<file path="src/rtl/core/t2a_pkg.sv">
// Types and encoding constants for the Thumb-to-ARM decompressor.
`default_nettype none
package t2a_pkg;

	// Input beat: format selector and raw Thumb halfword
	typedef struct packed {
		logic [2:0]  opcode;
		logic [15:0] thumb_halfword;
	} t2a_in_t;

	// Result beat: ARM encoding and its class
	typedef struct packed {
		logic [31:0] arm_word;
		logic [1:0]  instr_class;
	} t2a_out_t;

	// Format selector codes
	localparam logic [2:0] FMT_SHIFT_IMM = 3'd0;
	localparam logic [2:0] FMT_ADD_SUB   = 3'd1;
	localparam logic [2:0] FMT_IMM_OPS   = 3'd2;
	localparam logic [2:0] FMT_ALU       = 3'd3;
	localparam logic [2:0] FMT_HIREG     = 3'd4;
	localparam logic [2:0] FMT_BCOND     = 3'd5;
	localparam logic [2:0] FMT_BAL       = 3'd6;

	// Instruction class codes
	localparam logic [1:0] CLS_DP     = 2'd0;
	localparam logic [1:0] CLS_MUL    = 2'd1;
	localparam logic [1:0] CLS_BX     = 2'd2;
	localparam logic [1:0] CLS_BRANCH = 2'd3;

	// ARM base encodings
	localparam logic [31:0] BASE_DP_REG_S = 32'hE010_0000;
	localparam logic [31:0] BASE_DP_IMM_S = 32'hE210_0000;
	localparam logic [31:0] BASE_DP_REG   = 32'hE000_0000;
	localparam logic [31:0] BASE_BX       = 32'hE12F_FF10;
	localparam logic [3:0]  BCOND_OP      = 4'hA;
	localparam logic [7:0]  BAL_TOP       = 8'hEA;

	// ARM data-processing opcodes
	localparam logic [3:0] DP_ADD = 4'h4;
	localparam logic [3:0] DP_SUB = 4'h2;
	localparam logic [3:0] DP_RSB = 4'h3;
	localparam logic [3:0] DP_CMP = 4'hA;
	localparam logic [3:0] DP_MOV = 4'hD;

	// Thumb ALU sub-opcodes that need rewriting
	localparam logic [3:0] ALU_LSL = 4'h2;
	localparam logic [3:0] ALU_LSR = 4'h3;
	localparam logic [3:0] ALU_ASR = 4'h4;
	localparam logic [3:0] ALU_NEG = 4'h9;
	localparam logic [3:0] ALU_MUL = 4'hD;
	localparam logic [3:0] ALU_ROR = 4'h7;

	// Hi-register sub-opcodes
	localparam logic [1:0] HI_ADD = 2'd0;
	localparam logic [1:0] HI_CMP = 2'd1;
	localparam logic [1:0] HI_MOV = 2'd2;

	// Shift types and multiply marker bits
	localparam logic [1:0] SH_LSL = 2'd0;
	localparam logic [1:0] SH_LSR = 2'd1;
	localparam logic [1:0] SH_ASR = 2'd2;
	localparam logic [1:0] SH_ROR = 2'd3;
	localparam logic [3:0] MUL_MARK = 4'h9;

	// Immediate-format opcode map: MOV, CMP, ADD, SUB
	localparam logic [3:0] IMM_OPS [4] = '{DP_MOV, DP_CMP, DP_ADD, DP_SUB};

endpackage
`default_nettype wire

</file>
<file path="src/rtl/core/thumb_to_arm_decompress_top.sv">
// Thumb-to-ARM decompressor: input register, decode logic, result register.
// The halfword is registered in in_s1, decoded, and the ARM word registered in out_s2.
// Throughput: one beat per cycle; busy is always low, decode has no loops.
// The receiver cannot stall; done pulses for one cycle with each result.
// Reset clears the valid flags only; payload registers are not reset.
`default_nettype none
module thumb_to_arm_decompress_top (
	input  wire logic              clk,
	input  wire logic              arst_n,
	input  wire logic              start,
	output logic                   busy,
	input  wire t2a_pkg::t2a_in_t  src,
	output logic                   done,
	output t2a_pkg::t2a_out_t      res
);
	import t2a_pkg::*;

	logic     vld_s1;
	t2a_in_t  in_s1;
	logic     vld_s2;
	t2a_out_t out_s2;
	t2a_out_t dec;

	// No stall source: a beat can enter every cycle
	assign busy = 1'b0;

	// Valid flags
	always_ff @(posedge clk or negedge arst_n) begin
		if (!arst_n) begin
			vld_s1 <= 1'b0;
			vld_s2 <= 1'b0;
		end else begin
			vld_s1 <= start;
			vld_s2 <= vld_s1;
		end
	end

	// Payload registers
	always_ff @(posedge clk) begin
		if (start) begin
			in_s1 <= src;
		end
		if (vld_s1) begin
			out_s2 <= dec;
		end
	end

	// Decode one halfword
	always_comb begin
		logic [15:0] t;
		logic [2:0]  rd3;
		logic [2:0]  rs3;
		logic [3:0]  rd4;
		logic [3:0]  rs4;
		logic [3:0]  aop;
		logic [1:0]  sh;
		logic        is_shift;
		logic [31:0] w;
		logic [1:0]  cls;

		t   = in_s1.thumb_halfword;
		w   = '0;
		cls = CLS_DP;
		rd3 = t[2:0];
		rs3 = t[5:3];
		rd4 = {t[7], t[2:0]};
		rs4 = {t[6], t[5:3]};
		aop = t[9:6];
		sh  = SH_LSL;
		is_shift = 1'b0;

		case (in_s1.opcode)
			FMT_SHIFT_IMM: begin
				w        = BASE_DP_REG_S;
				w[24:21] = DP_MOV;
				w[15:12] = {1'b0, rd3};
				w[11:7]  = t[10:6];
				w[6:5]   = t[12:11];
				w[3:0]   = {1'b0, rs3};
			end
			FMT_ADD_SUB: begin
				w        = BASE_DP_REG_S;
				w[25]    = t[10];
				w[24:21] = t[9] ? DP_SUB : DP_ADD;
				w[19:16] = {1'b0, rs3};
				w[15:12] = {1'b0, rd3};
				w[3:0]   = {1'b0, t[8:6]};
			end
			FMT_IMM_OPS: begin
				w        = BASE_DP_IMM_S;
				w[24:21] = IMM_OPS[t[12:11]];
				w[19:16] = {1'b0, t[10:8]};
				w[15:12] = {1'b0, t[10:8]};
				w[7:0]   = t[7:0];
			end
			FMT_ALU: begin
				w        = BASE_DP_REG_S;
				w[15:12] = {1'b0, rd3};
				case (aop)
					ALU_LSL: begin sh = SH_LSL; is_shift = 1'b1; end
					ALU_LSR: begin sh = SH_LSR; is_shift = 1'b1; end
					ALU_ASR: begin sh = SH_ASR; is_shift = 1'b1; end
					ALU_ROR: begin sh = SH_ROR; is_shift = 1'b1; end
					default: begin sh = SH_LSL; is_shift = 1'b0; end
				endcase
				if (aop == ALU_NEG) begin
					// RSBS Rd, Rs, #0
					w[25]    = 1'b1;
					w[24:21] = DP_RSB;
					w[19:16] = {1'b0, rs3};
				end else if (aop == ALU_MUL) begin
					// MULS Rd, Rs, Rd
					cls      = CLS_MUL;
					w[19:16] = {1'b0, rd3};
					w[11:8]  = {1'b0, rd3};
					w[7:4]   = MUL_MARK;
					w[3:0]   = {1'b0, rs3};
				end else if (is_shift) begin
					// MOVS Rd, Rd, <shift> Rs
					w[24:21] = DP_MOV;
					w[19:16] = {1'b0, rd3};
					w[11:8]  = {1'b0, rs3};
					w[6:5]   = sh;
					w[4]     = 1'b1;
					w[3:0]   = {1'b0, rd3};
				end else begin
					w[24:21] = aop;
					w[19:16] = {1'b0, rd3};
					w[3:0]   = {1'b0, rs3};
				end
			end
			FMT_HIREG: begin
				w        = BASE_DP_REG;
				w[19:16] = rd4;
				w[15:12] = rd4;
				w[3:0]   = rs4;
				case (t[9:8])
					HI_ADD: w[24:21] = DP_ADD;
					HI_CMP: begin
						w[24:21] = DP_CMP;
						w[20]    = 1'b1;
					end
					HI_MOV: w[24:21] = DP_MOV;
					default: begin
						// BX ignores the Rd bits
						cls    = CLS_BX;
						w      = BASE_BX;
						w[3:0] = rs4;
					end
				endcase
			end
			FMT_BCOND: begin
				cls = CLS_BRANCH;
				w   = {t[11:8], BCOND_OP, {16{t[7]}}, t[7:0]};
			end
			FMT_BAL: begin
				cls = CLS_BRANCH;
				w   = {BAL_TOP, {13{t[10]}}, t[10:0]};
			end
			default: begin
				w   = '0;
				cls = CLS_DP;
			end
		endcase

		dec.arm_word    = w;
		dec.instr_class = cls;
	end

	// Result port
	assign done = vld_s2;
	assign res  = out_s2;

endmodule
`default_nettype wire
</file>
<file path="config.mk">
export PLATFORM = sky130hd
export DESIGN_NAME = thumb_to_arm_decompress_top
export DESIGN_NICKNAME = d
export VERILOG_FILES = /design/src/rtl/core/t2a_pkg.sv /design/src/rtl/core/thumb_to_arm_decompress_top.sv
export SDC_FILE = /design/constraint.sdc
export NUM_CORES = 1
export LEC_CHECK = 0
export ABC_AREA = 0
export BUFFER_PORTS_ARGS = -buffer_cell sky130_fd_sc_hd__buf_2
export CAP_MARGIN = 20
export CELL_PAD_IN_SITES_DETAIL_PLACEMENT = 1
export CELL_PAD_IN_SITES_GLOBAL_PLACEMENT = 2
export CORE_ASPECT_RATIO = 2
export CORE_UTILIZATION = 25
export CTS_BUF_LIST = sky130_fd_sc_hd__clkbuf_8
export CTS_CLUSTER_DIAMETER = 100
export DETAILED_ROUTE_END_ITERATION = 8
export PLACE_DENSITY = 0.68
export SETUP_SLACK_MARGIN = 0.1
export SLEW_MARGIN = 20
export SYNTH_ARGS = -nofsm -noshare
export SYNTH_HDL_FRONTEND = slang
export SYNTH_SLANG_ARGS = --single-unit
</file>
<file path="constraint.sdc">
create_clock -name clk -period 3.89 [get_ports clk]
set_input_delay 0.778 -clock clk [delete_from_list [all_inputs] [get_ports clk]]
set_output_delay 0.778 -clock clk [all_outputs]
set_load 0.02 [all_outputs]
</file>
* Word level (Yosys, flattened, before mapping) *
Cells that the tools add are included.

storage, ports and cells
  bits in registers = 52
  word-level logic and storage cells = 54

cells by class
  $lt $le $gt $ge = 1
  equality and inequality tests = 14
  muxes and demuxes = 27
  bitwise gates (word level) = 1
  reductions and logical operators = 5

operators by type and width
  cell                  number
  $pmux W32 S7          1
  $mux W20              1
  $mux W4               5
  $mux W3               6
  $pmux W2 S3           2
  $pmux W4 S3           1
  $mux W11              1
  $eq A3 B3 Y1 const B  3
  $bmux W4 S2           1
  $eq A4 B2 Y1 const B  2
  $eq A4 B3 Y1 const B  2
  $eq A4 B4 Y1 const B  2
  $mux W1               7
  $mux W7               1
  $eq A3 B2 Y1 const B  2
  $reduce_or A4 Y1      1
  $eq A3 B1 Y1 const B  1
  $ge A3 B3 Y1 const B  1
  $logic_not A3 Y1      1
  $not A2 Y3            1
  $reduce_or A3 Y1      1
  $eq A2 B1 Y1 const B  1
  $eq A2 B2 Y1 const B  1
  $logic_not A2 Y1      1
  2 further kinds       2

* Logic depth before layout (Yosys ltp) *
Gate-level depths: netlist (run 1).

  word-level depth = 8
  depth in mapped cells = 6
  gate-level depth less buffers = 4

* Worst setup path after synthesis (run 1) *
Ideal clock, no wire load.

  path kind = register -> register
  start = register in_s1[8] (netlist bit)
  end = register out_s2 (netlist bit res[18]) (data pin)
  arrival time = 1.387 ns
  data required time = 3.629 ns
  path slack = 2.242 ns
  cell stages (with the launch flop) = 5
  buffers on the path = 0
  clock period less this slack = 1.648 ns
  path through = edfxtp_1 -> nand4bb_1 -> nand2_1 -> mux2_1 -> a221o_1

RTL lines
  element                   line                               RTL
  start: declaration        thumb_to_arm_decompress_top.sv:19  t2a_in_t in_s1;
  start signal: assignment  thumb_to_arm_decompress_top.sv:41  in_s1 <= src;
  end signal: assignment    thumb_to_arm_decompress_top.sv:44  out_s2 <= dec;
  end: declaration          thumb_to_arm_decompress_top.sv:21  t2a_out_t out_s2;

==> run_summary.xml, run 1 <==
<?xml version="1.0" encoding="UTF-8"?>
<metrics>
  <group name="route">
    <metric name="drt-initial-drc-count" unit="">64</metric>
    <metric name="post_drt_wl_per_cell" unit="um">16.9</metric>
    <metric name="drt.antenna.violating_nets" unit="">0</metric>
    <metric name="drtPass1Iterations" unit="">4</metric>
    <metric name="vias" unit="">1895</metric>
    <metric name="drt_drc_violations_left" unit="">0</metric>
    <metric name="route.final.wire_length" unit="um">6620</metric>
    <metric name="post_drt_via_cell_ratio" unit="">4.82</metric>
  </group>
  <group name="cells_and_area">
    <metric name="final_common_cell" unit="">buf_2</metric>
    <metric name="fill_cells" unit="">1124</metric>
    <metric name="multi_input_comb_area" unit="um2">898</metric>
    <metric name="syn_to_final_growth" unit="%">17.7</metric>
    <metric name="n_diodes" unit="">0</metric>
    <metric name="register_area" unit="mm2">0.00149</metric>
    <metric name="final_core_occ" unit="">0.302</metric>
    <metric name="finalNetCount" unit="">282</metric>
    <metric name="layout-drive-gt1-share" unit="">0.261</metric>
    <metric name="layout_common_cells" unit="">buf_2, edfxtp_1, nand2_1, nor2_1</metric>
    <metric name="finish.instance_area" unit="mm2">0.00295</metric>
  </group>
  <group name="synth">
    <metric name="synth.yosys.warnings" unit="">0</metric>
    <metric name="syn_area" unit="mm2">0.00250</metric>
    <metric name="syn-mean-instance-area" unit="um2">11.6</metric>
    <metric name="synth-main-ff-cell" unit="">edfxtp_1</metric>
    <metric name="ys_seq_area_frac" unit="">0.596</metric>
    <metric name="synth.ff_latch_count" unit="">50</metric>
    <metric name="synth_cells" unit="">215</metric>
    <metric name="post_synth_arst_share" unit="">0.0400</metric>
    <metric name="number_of_enable_type_register_cells_in_the_synthesized_netlist" unit="">48</metric>
    <metric name="synthDistinctLibCells" unit="">55</metric>
  </group>
  <group name="placed_design">
    <metric name="place_hpwl" unit="um">4980</metric>
    <metric name="place.gp.congestion" unit="">0.859</metric>
    <metric name="port-buffer-count" unit="">52</metric>
    <metric name="dp_slack" unit="ns">1.67</metric>
    <metric name="placed_cell_area" unit="mm2">0.00287</metric>
  </group>
  <group name="clock_network">
    <metric name="cts_sinks" unit="">50</metric>
    <metric name="post_cts_resized" unit="">0</metric>
    <metric name="clock_tree.buffer_depth" unit="">2</metric>
    <metric name="cts-htree-levels" unit="">2</metric>
    <metric name="hold_buffers" unit="">0</metric>
    <metric name="cts_made_buffers" unit="">5</metric>
    <metric name="worst_skew_pair.late_latency" unit="ns">0.30</metric>
    <metric name="post_cts_setup_bufs" unit="">0</metric>
    <metric name="clockRootBuffer" unit="">clkbuf_8</metric>
    <metric name="cts_tree" unit="">yes</metric>
    <metric name="cts_clock_pin_slew_for_the_worst_setup_and_hold_paths" unit="ns">0.08</metric>
  </group>
  <group name="timing">
    <metric name="tightestPinTransition" unit="ns">0.849</metric>
    <metric name="period_share" unit="">0.573</metric>
    <metric name="timing.final.max_slew_violations" unit="">0</metric>
    <metric name="shortest_period_the_worst_path_allows" unit="ns">2.23</metric>
    <metric name="worst_clock_skew" unit="ns">0.00428</metric>
    <metric name="hold_viol" unit="">0</metric>
    <metric name="clock.fmax" unit="MHz">448</metric>
    <metric name="finalWorstSetupSlack" unit="ns">1.66</metric>
    <metric name="final.setup.tns" unit="ns">0</metric>
    <metric name="setup_viol_count_final" unit="">0</metric>
    <metric name="rsz0062_at_grt" unit="">false</metric>
    <metric name="worst_slew_margin_rel" unit="">0.433</metric>
    <metric name="fin_hold_ws" unit="ns">0.236</metric>
  </group>
  <group name="setup_path">
    <metric name="cell_count_of_the_worst_reg_to_reg_path" unit="">5</metric>
    <metric name="cp.required" unit="ns">4.06</metric>
    <metric name="worst-r2r-setup-slack" unit="ns">1.66</metric>
    <metric name="r2r-start" unit="">in_s1[17]</metric>
    <metric name="worst_setup_path_start_kind" unit="">flip-flop</metric>
    <metric name="end_kind" unit="">flip-flop</metric>
    <metric name="worst_ep_arrival_time" unit="ns">2.40</metric>
    <metric name="setup.worst_path.class" unit="">reg2reg</metric>
    <metric name="reg2reg_to" unit="">res[12]</metric>
    <metric name="critical_path.max_fanout" unit="">29</metric>
  </group>
  <group name="status">
    <metric name="run_status" unit="">completed</metric>
  </group>
  <group name="grt">
    <metric name="initial_antenna_violation_count" unit="">0</metric>
    <metric name="grt-ovfl-total" unit="">0</metric>
    <metric name="vias_in_the_first_global_route" unit="">1933</metric>
    <metric name="grt_start_max_net_pins" unit="">32</metric>
    <metric name="grt_pass1_wl" unit="um">10300</metric>
    <metric name="grt_usage" unit="">0.135</metric>
  </group>
  <group name="power_and_ir_drop">
    <metric name="irDropWorstVdd" unit="V">0.000169</metric>
    <metric name="power_density" unit="mW/mm2">423</metric>
    <metric name="leakage" unit="uW">0.00114</metric>
  </group>
  <group name="worst_hold_path">
    <metric name="hold_class" unit="">in2async</metric>
  </group>
  <group name="floorplan">
    <metric name="die_width" unit="um">72.8</metric>
    <metric name="core" unit="mm2">0.00976</metric>
    <metric name="std_cell_rows" unit="">51</metric>
    <metric name="floorplan.die.height" unit="um">144</metric>
    <metric name="initial_core_util" unit="">0.256</metric>
    <metric name="fp.dieArea" unit="mm2">0.0104</metric>
    <metric name="io_pins" unit="">58</metric>
  </group>
  <group name="job">
    <metric name="timing.max_cap.violations" unit="">0</metric>
  </group>
</metrics>
-- cells by family (layout without fill, tap and decap cells) --
logic type      Yosys count  after routing  synth area share
compound gates           65             65             0.188
xor+xnor                  1              1           0.00350
buf+inv                  25             70            0.0470
flops                    50             50             0.596
mux                      10             10            0.0410
other cells               1              2           0.00150
simple gates             63             63             0.123
-- layer usage --
| metal | global-route usage | wire [um] | share of wire |
|---|---|---|---|
| met5 | 0 | 0 | 0 |
| met4 | 0.0877 | 302 | 0.046 |
| met3 | 0.0210 | 233 | 0.035 |
| met2 | 0.252 | 3740 | 0.56 |
| met1 | 0.132 | 2350 | 0.35 |
-- power by group --
part / leakage (uW) / switching, uW / total [uW] / internal, uW
Clock: 0.0000519 / 158 / 278 / 120
Combinational: 0.000601 / 173 / 271 / 97.6
Sequential: 0.000491 / 40.3 / 699 / 659
Total: 0.00114 / 371 / 1250 / 876
-- synthesized netlist by cell type (5+ instances only) --
| cell | count | area share |
|---|---|---|
| a21oi_1 | 11 | 0.022 |
| a221o_1 | 7 | 0.028 |
| buf_2 | 10 | 0.020 |
| clkbuf_1 | 5 | 0.0075 |
| edfxtp_1 | 48 | 0.58 |
| inv_1 | 6 | 0.0090 |
| mux2i_1 | 8 | 0.032 |
| nand2_1 | 19 | 0.028 |
| nand3_1 | 9 | 0.018 |
| nor2_1 | 15 | 0.022 |
| nor2b_1 | 5 | 0.012 |
| o21ai_0 | 11 | 0.022 |
-- critical path, stage by stage (launching register included) --
cell	delay (ns)
edfxtp_1	0.33
buf_4	0.29
nor2b_1	0.73
a32oi_2	0.32
o21ai_2	0.23
a221o_1	0.19
-- sequential cells by signal (all words and copies together) (netlist names) --
| signal | flops |
|---|---|
| done | 1 |
| in_s1 | 16 |
| res | 32 |
| vld_s1 | 1 |
-- final cells by class --
type | instances | share of cell area
sequential | 50 | 0.506
tap | 132 | 0.0560
multi-input combinational | 141 | 0.305
clock inverter | 3 | 0.00382
clock buffer | 5 | 0.0233
inverter | 6 | 0.00764
timing repair buffer | 56 | 0.0985
-- worst max-delay path by stage --
stage	slack, ns	cells past startpoint	to	startpoint
after floorplan	2.24	4	res[18]	in_s1[8]
after global placement	1.66	5	res[12]	in_s1[17]
after detailed placement	1.67	5	res[12]	in_s1[17]
after CTS	1.64	5	res[12]	in_s1[17]
after global routing	1.53	5	res[12]	in_s1[17]
final	1.66	5	res[12]	in_s1[17]
-- stage by stage --
| step | instances | power, uW |
|---|---|---|
| after global routing | 393 | 1310 |
| after CTS | 393 | 1270 |
| after global placement | 385 | 982 |
| final | 393 | 1250 |
| after detailed placement | 385 | 986 |
| after floorplan | 216 | 890 |
No activity file was read; power rests on OpenSTA's default activity.
==> run 2: changes to the inputs <==
ABC_AREA = 1   (was 0)
PLACE_DENSITY = 0.71   (was 0.68)
clock period = 2.3 ns   (was 3.89 ns; I/O delays follow)
==> run_summary.xml, run 2 <==
<?xml version="1.0" encoding="UTF-8"?>
<metrics>
  <group name="route">
    <metric name="drt-initial-drc-count" unit="">65</metric>
    <metric name="post_drt_via_cell_ratio" unit="">4.76</metric>
    <metric name="post_drt_wl_per_cell" unit="um">16.5</metric>
    <metric name="drtPass1Iterations" unit="">8</metric>
    <metric name="drt_drc_violations_left" unit="">3</metric>
    <metric name="vias" unit="">1899</metric>
    <metric name="route.final.wire_length" unit="um">6580</metric>
    <metric name="drt.antenna.violating_nets" unit="">0</metric>
  </group>
  <group name="clock_network">
    <metric name="clockRootBuffer" unit="">clkbuf_8</metric>
    <metric name="cts_made_buffers" unit="">5</metric>
    <metric name="cts-htree-levels" unit="">2</metric>
    <metric name="cts_clock_pin_slew_for_the_worst_setup_and_hold_paths" unit="ns">0.09</metric>
    <metric name="cts_sinks" unit="">50</metric>
    <metric name="clock_tree.buffer_depth" unit="">2</metric>
    <metric name="post_cts_resized" unit="">0</metric>
    <metric name="worst_skew_pair.late_latency" unit="ns">0.31</metric>
    <metric name="cts_tree" unit="">yes</metric>
  </group>
  <group name="setup_path">
    <metric name="worst_setup_path_start_kind" unit="">flip-flop</metric>
    <metric name="r2r-start" unit="">in_s1[7]</metric>
    <metric name="setup.worst_path.class" unit="">reg2reg</metric>
    <metric name="setup.worst_path.start" unit="">in_s1[7]</metric>
    <metric name="end_kind" unit="">flip-flop</metric>
    <metric name="cp.required" unit="ns">2.47</metric>
    <metric name="reg2reg_to" unit="">res[10]</metric>
    <metric name="cell_count_of_the_worst_reg_to_reg_path" unit="">7</metric>
    <metric name="worst-r2r-setup-slack" unit="ns">0.49</metric>
    <metric name="critical_path.max_fanout" unit="">7</metric>
    <metric name="crit_path_end" unit="">res[10]</metric>
    <metric name="worst_ep_arrival_time" unit="ns">1.98</metric>
  </group>
  <group name="cells_and_area">
    <metric name="fill_cells" unit="">1108</metric>
    <metric name="finish.instance_area" unit="mm2">0.00284</metric>
    <metric name="largest_reg_flops" unit="">32</metric>
    <metric name="final_common_cell" unit="">nand2_1</metric>
    <metric name="layout-drive-gt1-share" unit="">0.275</metric>
    <metric name="post_layout_nonfiller_instances" unit="">399</metric>
    <metric name="final_core_occ" unit="">0.305</metric>
    <metric name="register_area" unit="mm2">0.00149</metric>
    <metric name="finalNetCount" unit="">316</metric>
    <metric name="multi_input_comb_area" unit="um2">736</metric>
    <metric name="n_diodes" unit="">0</metric>
    <metric name="syn_to_final_growth" unit="%">19.3</metric>
    <metric name="layout_common_cells" unit="">nand2_1, buf_2, edfxtp_1, nand3_1, nor2_1</metric>
  </group>
  <group name="synth">
    <metric name="ys_seq_area_frac" unit="">0.627</metric>
    <metric name="synth.ff_latch_count" unit="">50</metric>
    <metric name="syn_area" unit="mm2">0.00238</metric>
    <metric name="synth_cells" unit="">237</metric>
    <metric name="post_synth_main_area_contributors" unit="">edfxtp_1, nand2_1, nand3_1</metric>
    <metric name="syn-mean-instance-area" unit="um2">10.0</metric>
    <metric name="synthDistinctLibCells" unit="">23</metric>
    <metric name="synth.yosys.warnings" unit="">0</metric>
    <metric name="synth.cells.most_frequent" unit="">nand2_1, edfxtp_1, nand3_1</metric>
    <metric name="synth_top_area_frac" unit="">0.606</metric>
    <metric name="number_of_enable_type_register_cells_in_the_synthesized_netlist" unit="">48</metric>
    <metric name="netlist.top_cell.by_area" unit="">edfxtp_1</metric>
    <metric name="yosys.cell_count.top_type" unit="">nand2_1</metric>
    <metric name="synth-main-ff-cell" unit="">edfxtp_1</metric>
    <metric name="post_synth_arst_share" unit="">0.0400</metric>
  </group>
  <group name="timing">
    <metric name="final.setup.tns" unit="ns">0</metric>
    <metric name="rsz0062_at_grt" unit="">false</metric>
    <metric name="shortest_period_the_worst_path_allows" unit="ns">1.81</metric>
    <metric name="worst_clock_skew" unit="ns">0.00515</metric>
    <metric name="setup_viol_count_final" unit="">0</metric>
    <metric name="period_share" unit="">0.787</metric>
    <metric name="clock.fmax" unit="MHz">552</metric>
    <metric name="hold_viol" unit="">0</metric>
    <metric name="timing.final.max_slew_violations" unit="">0</metric>
  </group>
  <group name="power_and_ir_drop">
    <metric name="power_density" unit="mW/mm2">729</metric>
    <metric name="irDropWorstVdd" unit="V">0.000234</metric>
    <metric name="leakage" unit="uW">0.00126</metric>
  </group>
  <group name="floorplan">
    <metric name="floorplan.die.height" unit="um">140</metric>
    <metric name="core" unit="mm2">0.00932</metric>
    <metric name="die_width" unit="um">71.0</metric>
    <metric name="io_pins" unit="">58</metric>
    <metric name="initial_core_util" unit="">0.255</metric>
    <metric name="fp.dieArea" unit="mm2">0.00994</metric>
    <metric name="std_cell_rows" unit="">50</metric>
  </group>
  <group name="placed_design">
    <metric name="place.gp.congestion" unit="">0.863</metric>
    <metric name="place_hpwl" unit="um">5230</metric>
    <metric name="placed_cell_area" unit="mm2">0.00275</metric>
    <metric name="dp_cells" unit="">390</metric>
    <metric name="port-buffer-count" unit="">52</metric>
  </group>
  <group name="job">
    <metric name="timing.max_cap.violations" unit="">0</metric>
  </group>
  <group name="grt">
    <metric name="grt_pass1_wl" unit="um">10500</metric>
    <metric name="grt-ovfl-total" unit="">0</metric>
    <metric name="initial_antenna_violation_count" unit="">0</metric>
    <metric name="grt_usage" unit="">0.143</metric>
    <metric name="grt_start_max_net_pins" unit="">34</metric>
    <metric name="vias_in_the_first_global_route" unit="">2023</metric>
  </group>
  <group name="status">
    <metric name="failing_checks" unit="">DRC</metric>
    <metric name="run_status" unit="">finished with violations</metric>
  </group>
  <group name="worst_hold_path">
    <metric name="hold_class" unit="">in2reg</metric>
  </group>
</metrics>
==> run 2: changes by cell type after synthesis, moves of 8 or more <==
cell / change
nor2_1: +11
buf_2: -8
inv_1: +14
nand2_1: +35
mux2i_1: -8
nand3_1: +21
==> run 2: cell type report <==
type                       instances  area share
multi-input combinational        153       0.259
inverter                          27      0.0357
sequential                        50       0.525
clock inverter                     3     0.00441
tap                              104      0.0458
clock buffer                       5      0.0242
timing repair buffer              57       0.106
==> run 2: cells by family after synthesis <==
logic type	synth area share
AOI/OAI and AO/OA	0.0620
DFF	0.627
buffers and inverters	0.0657
and+or+nand+nor	0.244
other	0.00158
==> run 2: report_power, final <==
| part | internal, uW | switching [uW] |
|---|---|---|
| Combinational | 125 | 292 |
| Clock | 205 | 280 |
| Sequential | 1120 | 53.6 |
| Total | 1450 | 626 |
==> run 2: timing repair <==
item | CTS | global route
hold buffers | 1 | 0
buffers inserted | 0 | 0
setup endpoints to repair | 0 | 0
endpoints found under the hold margin | 2 | 0
==> run 2: worst max-delay path, stage by stage, from the launching register on <==
cell,delay [ns]
edfxtp_1,0.56
inv_2,0.18
nand2_2,0.11
nor2_1,0.29
nand2_1,0.23
inv_1,0.14
nand2_1,0.06
nand3_1,0.10
==> run 2: metal layers <==
layer  GRT usage  wire (um)
met2       0.284       3970
met4      0.0874        258
met1       0.131       2100
met3      0.0165        250
met5           0          0
==> run 2: per-stage QoR <==
stage	hold slack, ns	setup WS [ns]	power (uW)
after floorplan	0.164	0.948	1450
after global placement	0.244	0.564	1610
after detailed placement	0.246	0.535	1610
after CTS	0.311	0.504	2110
after global routing	0.308	0.407	2180
final	0.322	0.489	2070
==> run 2: how the worst min path moves through the flow <==
| stage | startpoint | to | slack [ns] | depth (start not counted) |
|---|---|---|---|---|
| 4_1_cts | src[7] | in_s1[7] | 0.31 | 1 |
| 3_5_place_dp | arst_n | vld_s1 | 0.25 | 1 |
| 2_1_floorplan | arst_n | done | 0.16 | 0 |
| 5_1_grt | src[9] | in_s1[9] | 0.31 | 1 |
| 6_report | src[18] | in_s1[18] | 0.32 | 1 |
| 3_3_place_gp | arst_n | done | 0.24 | 1 |
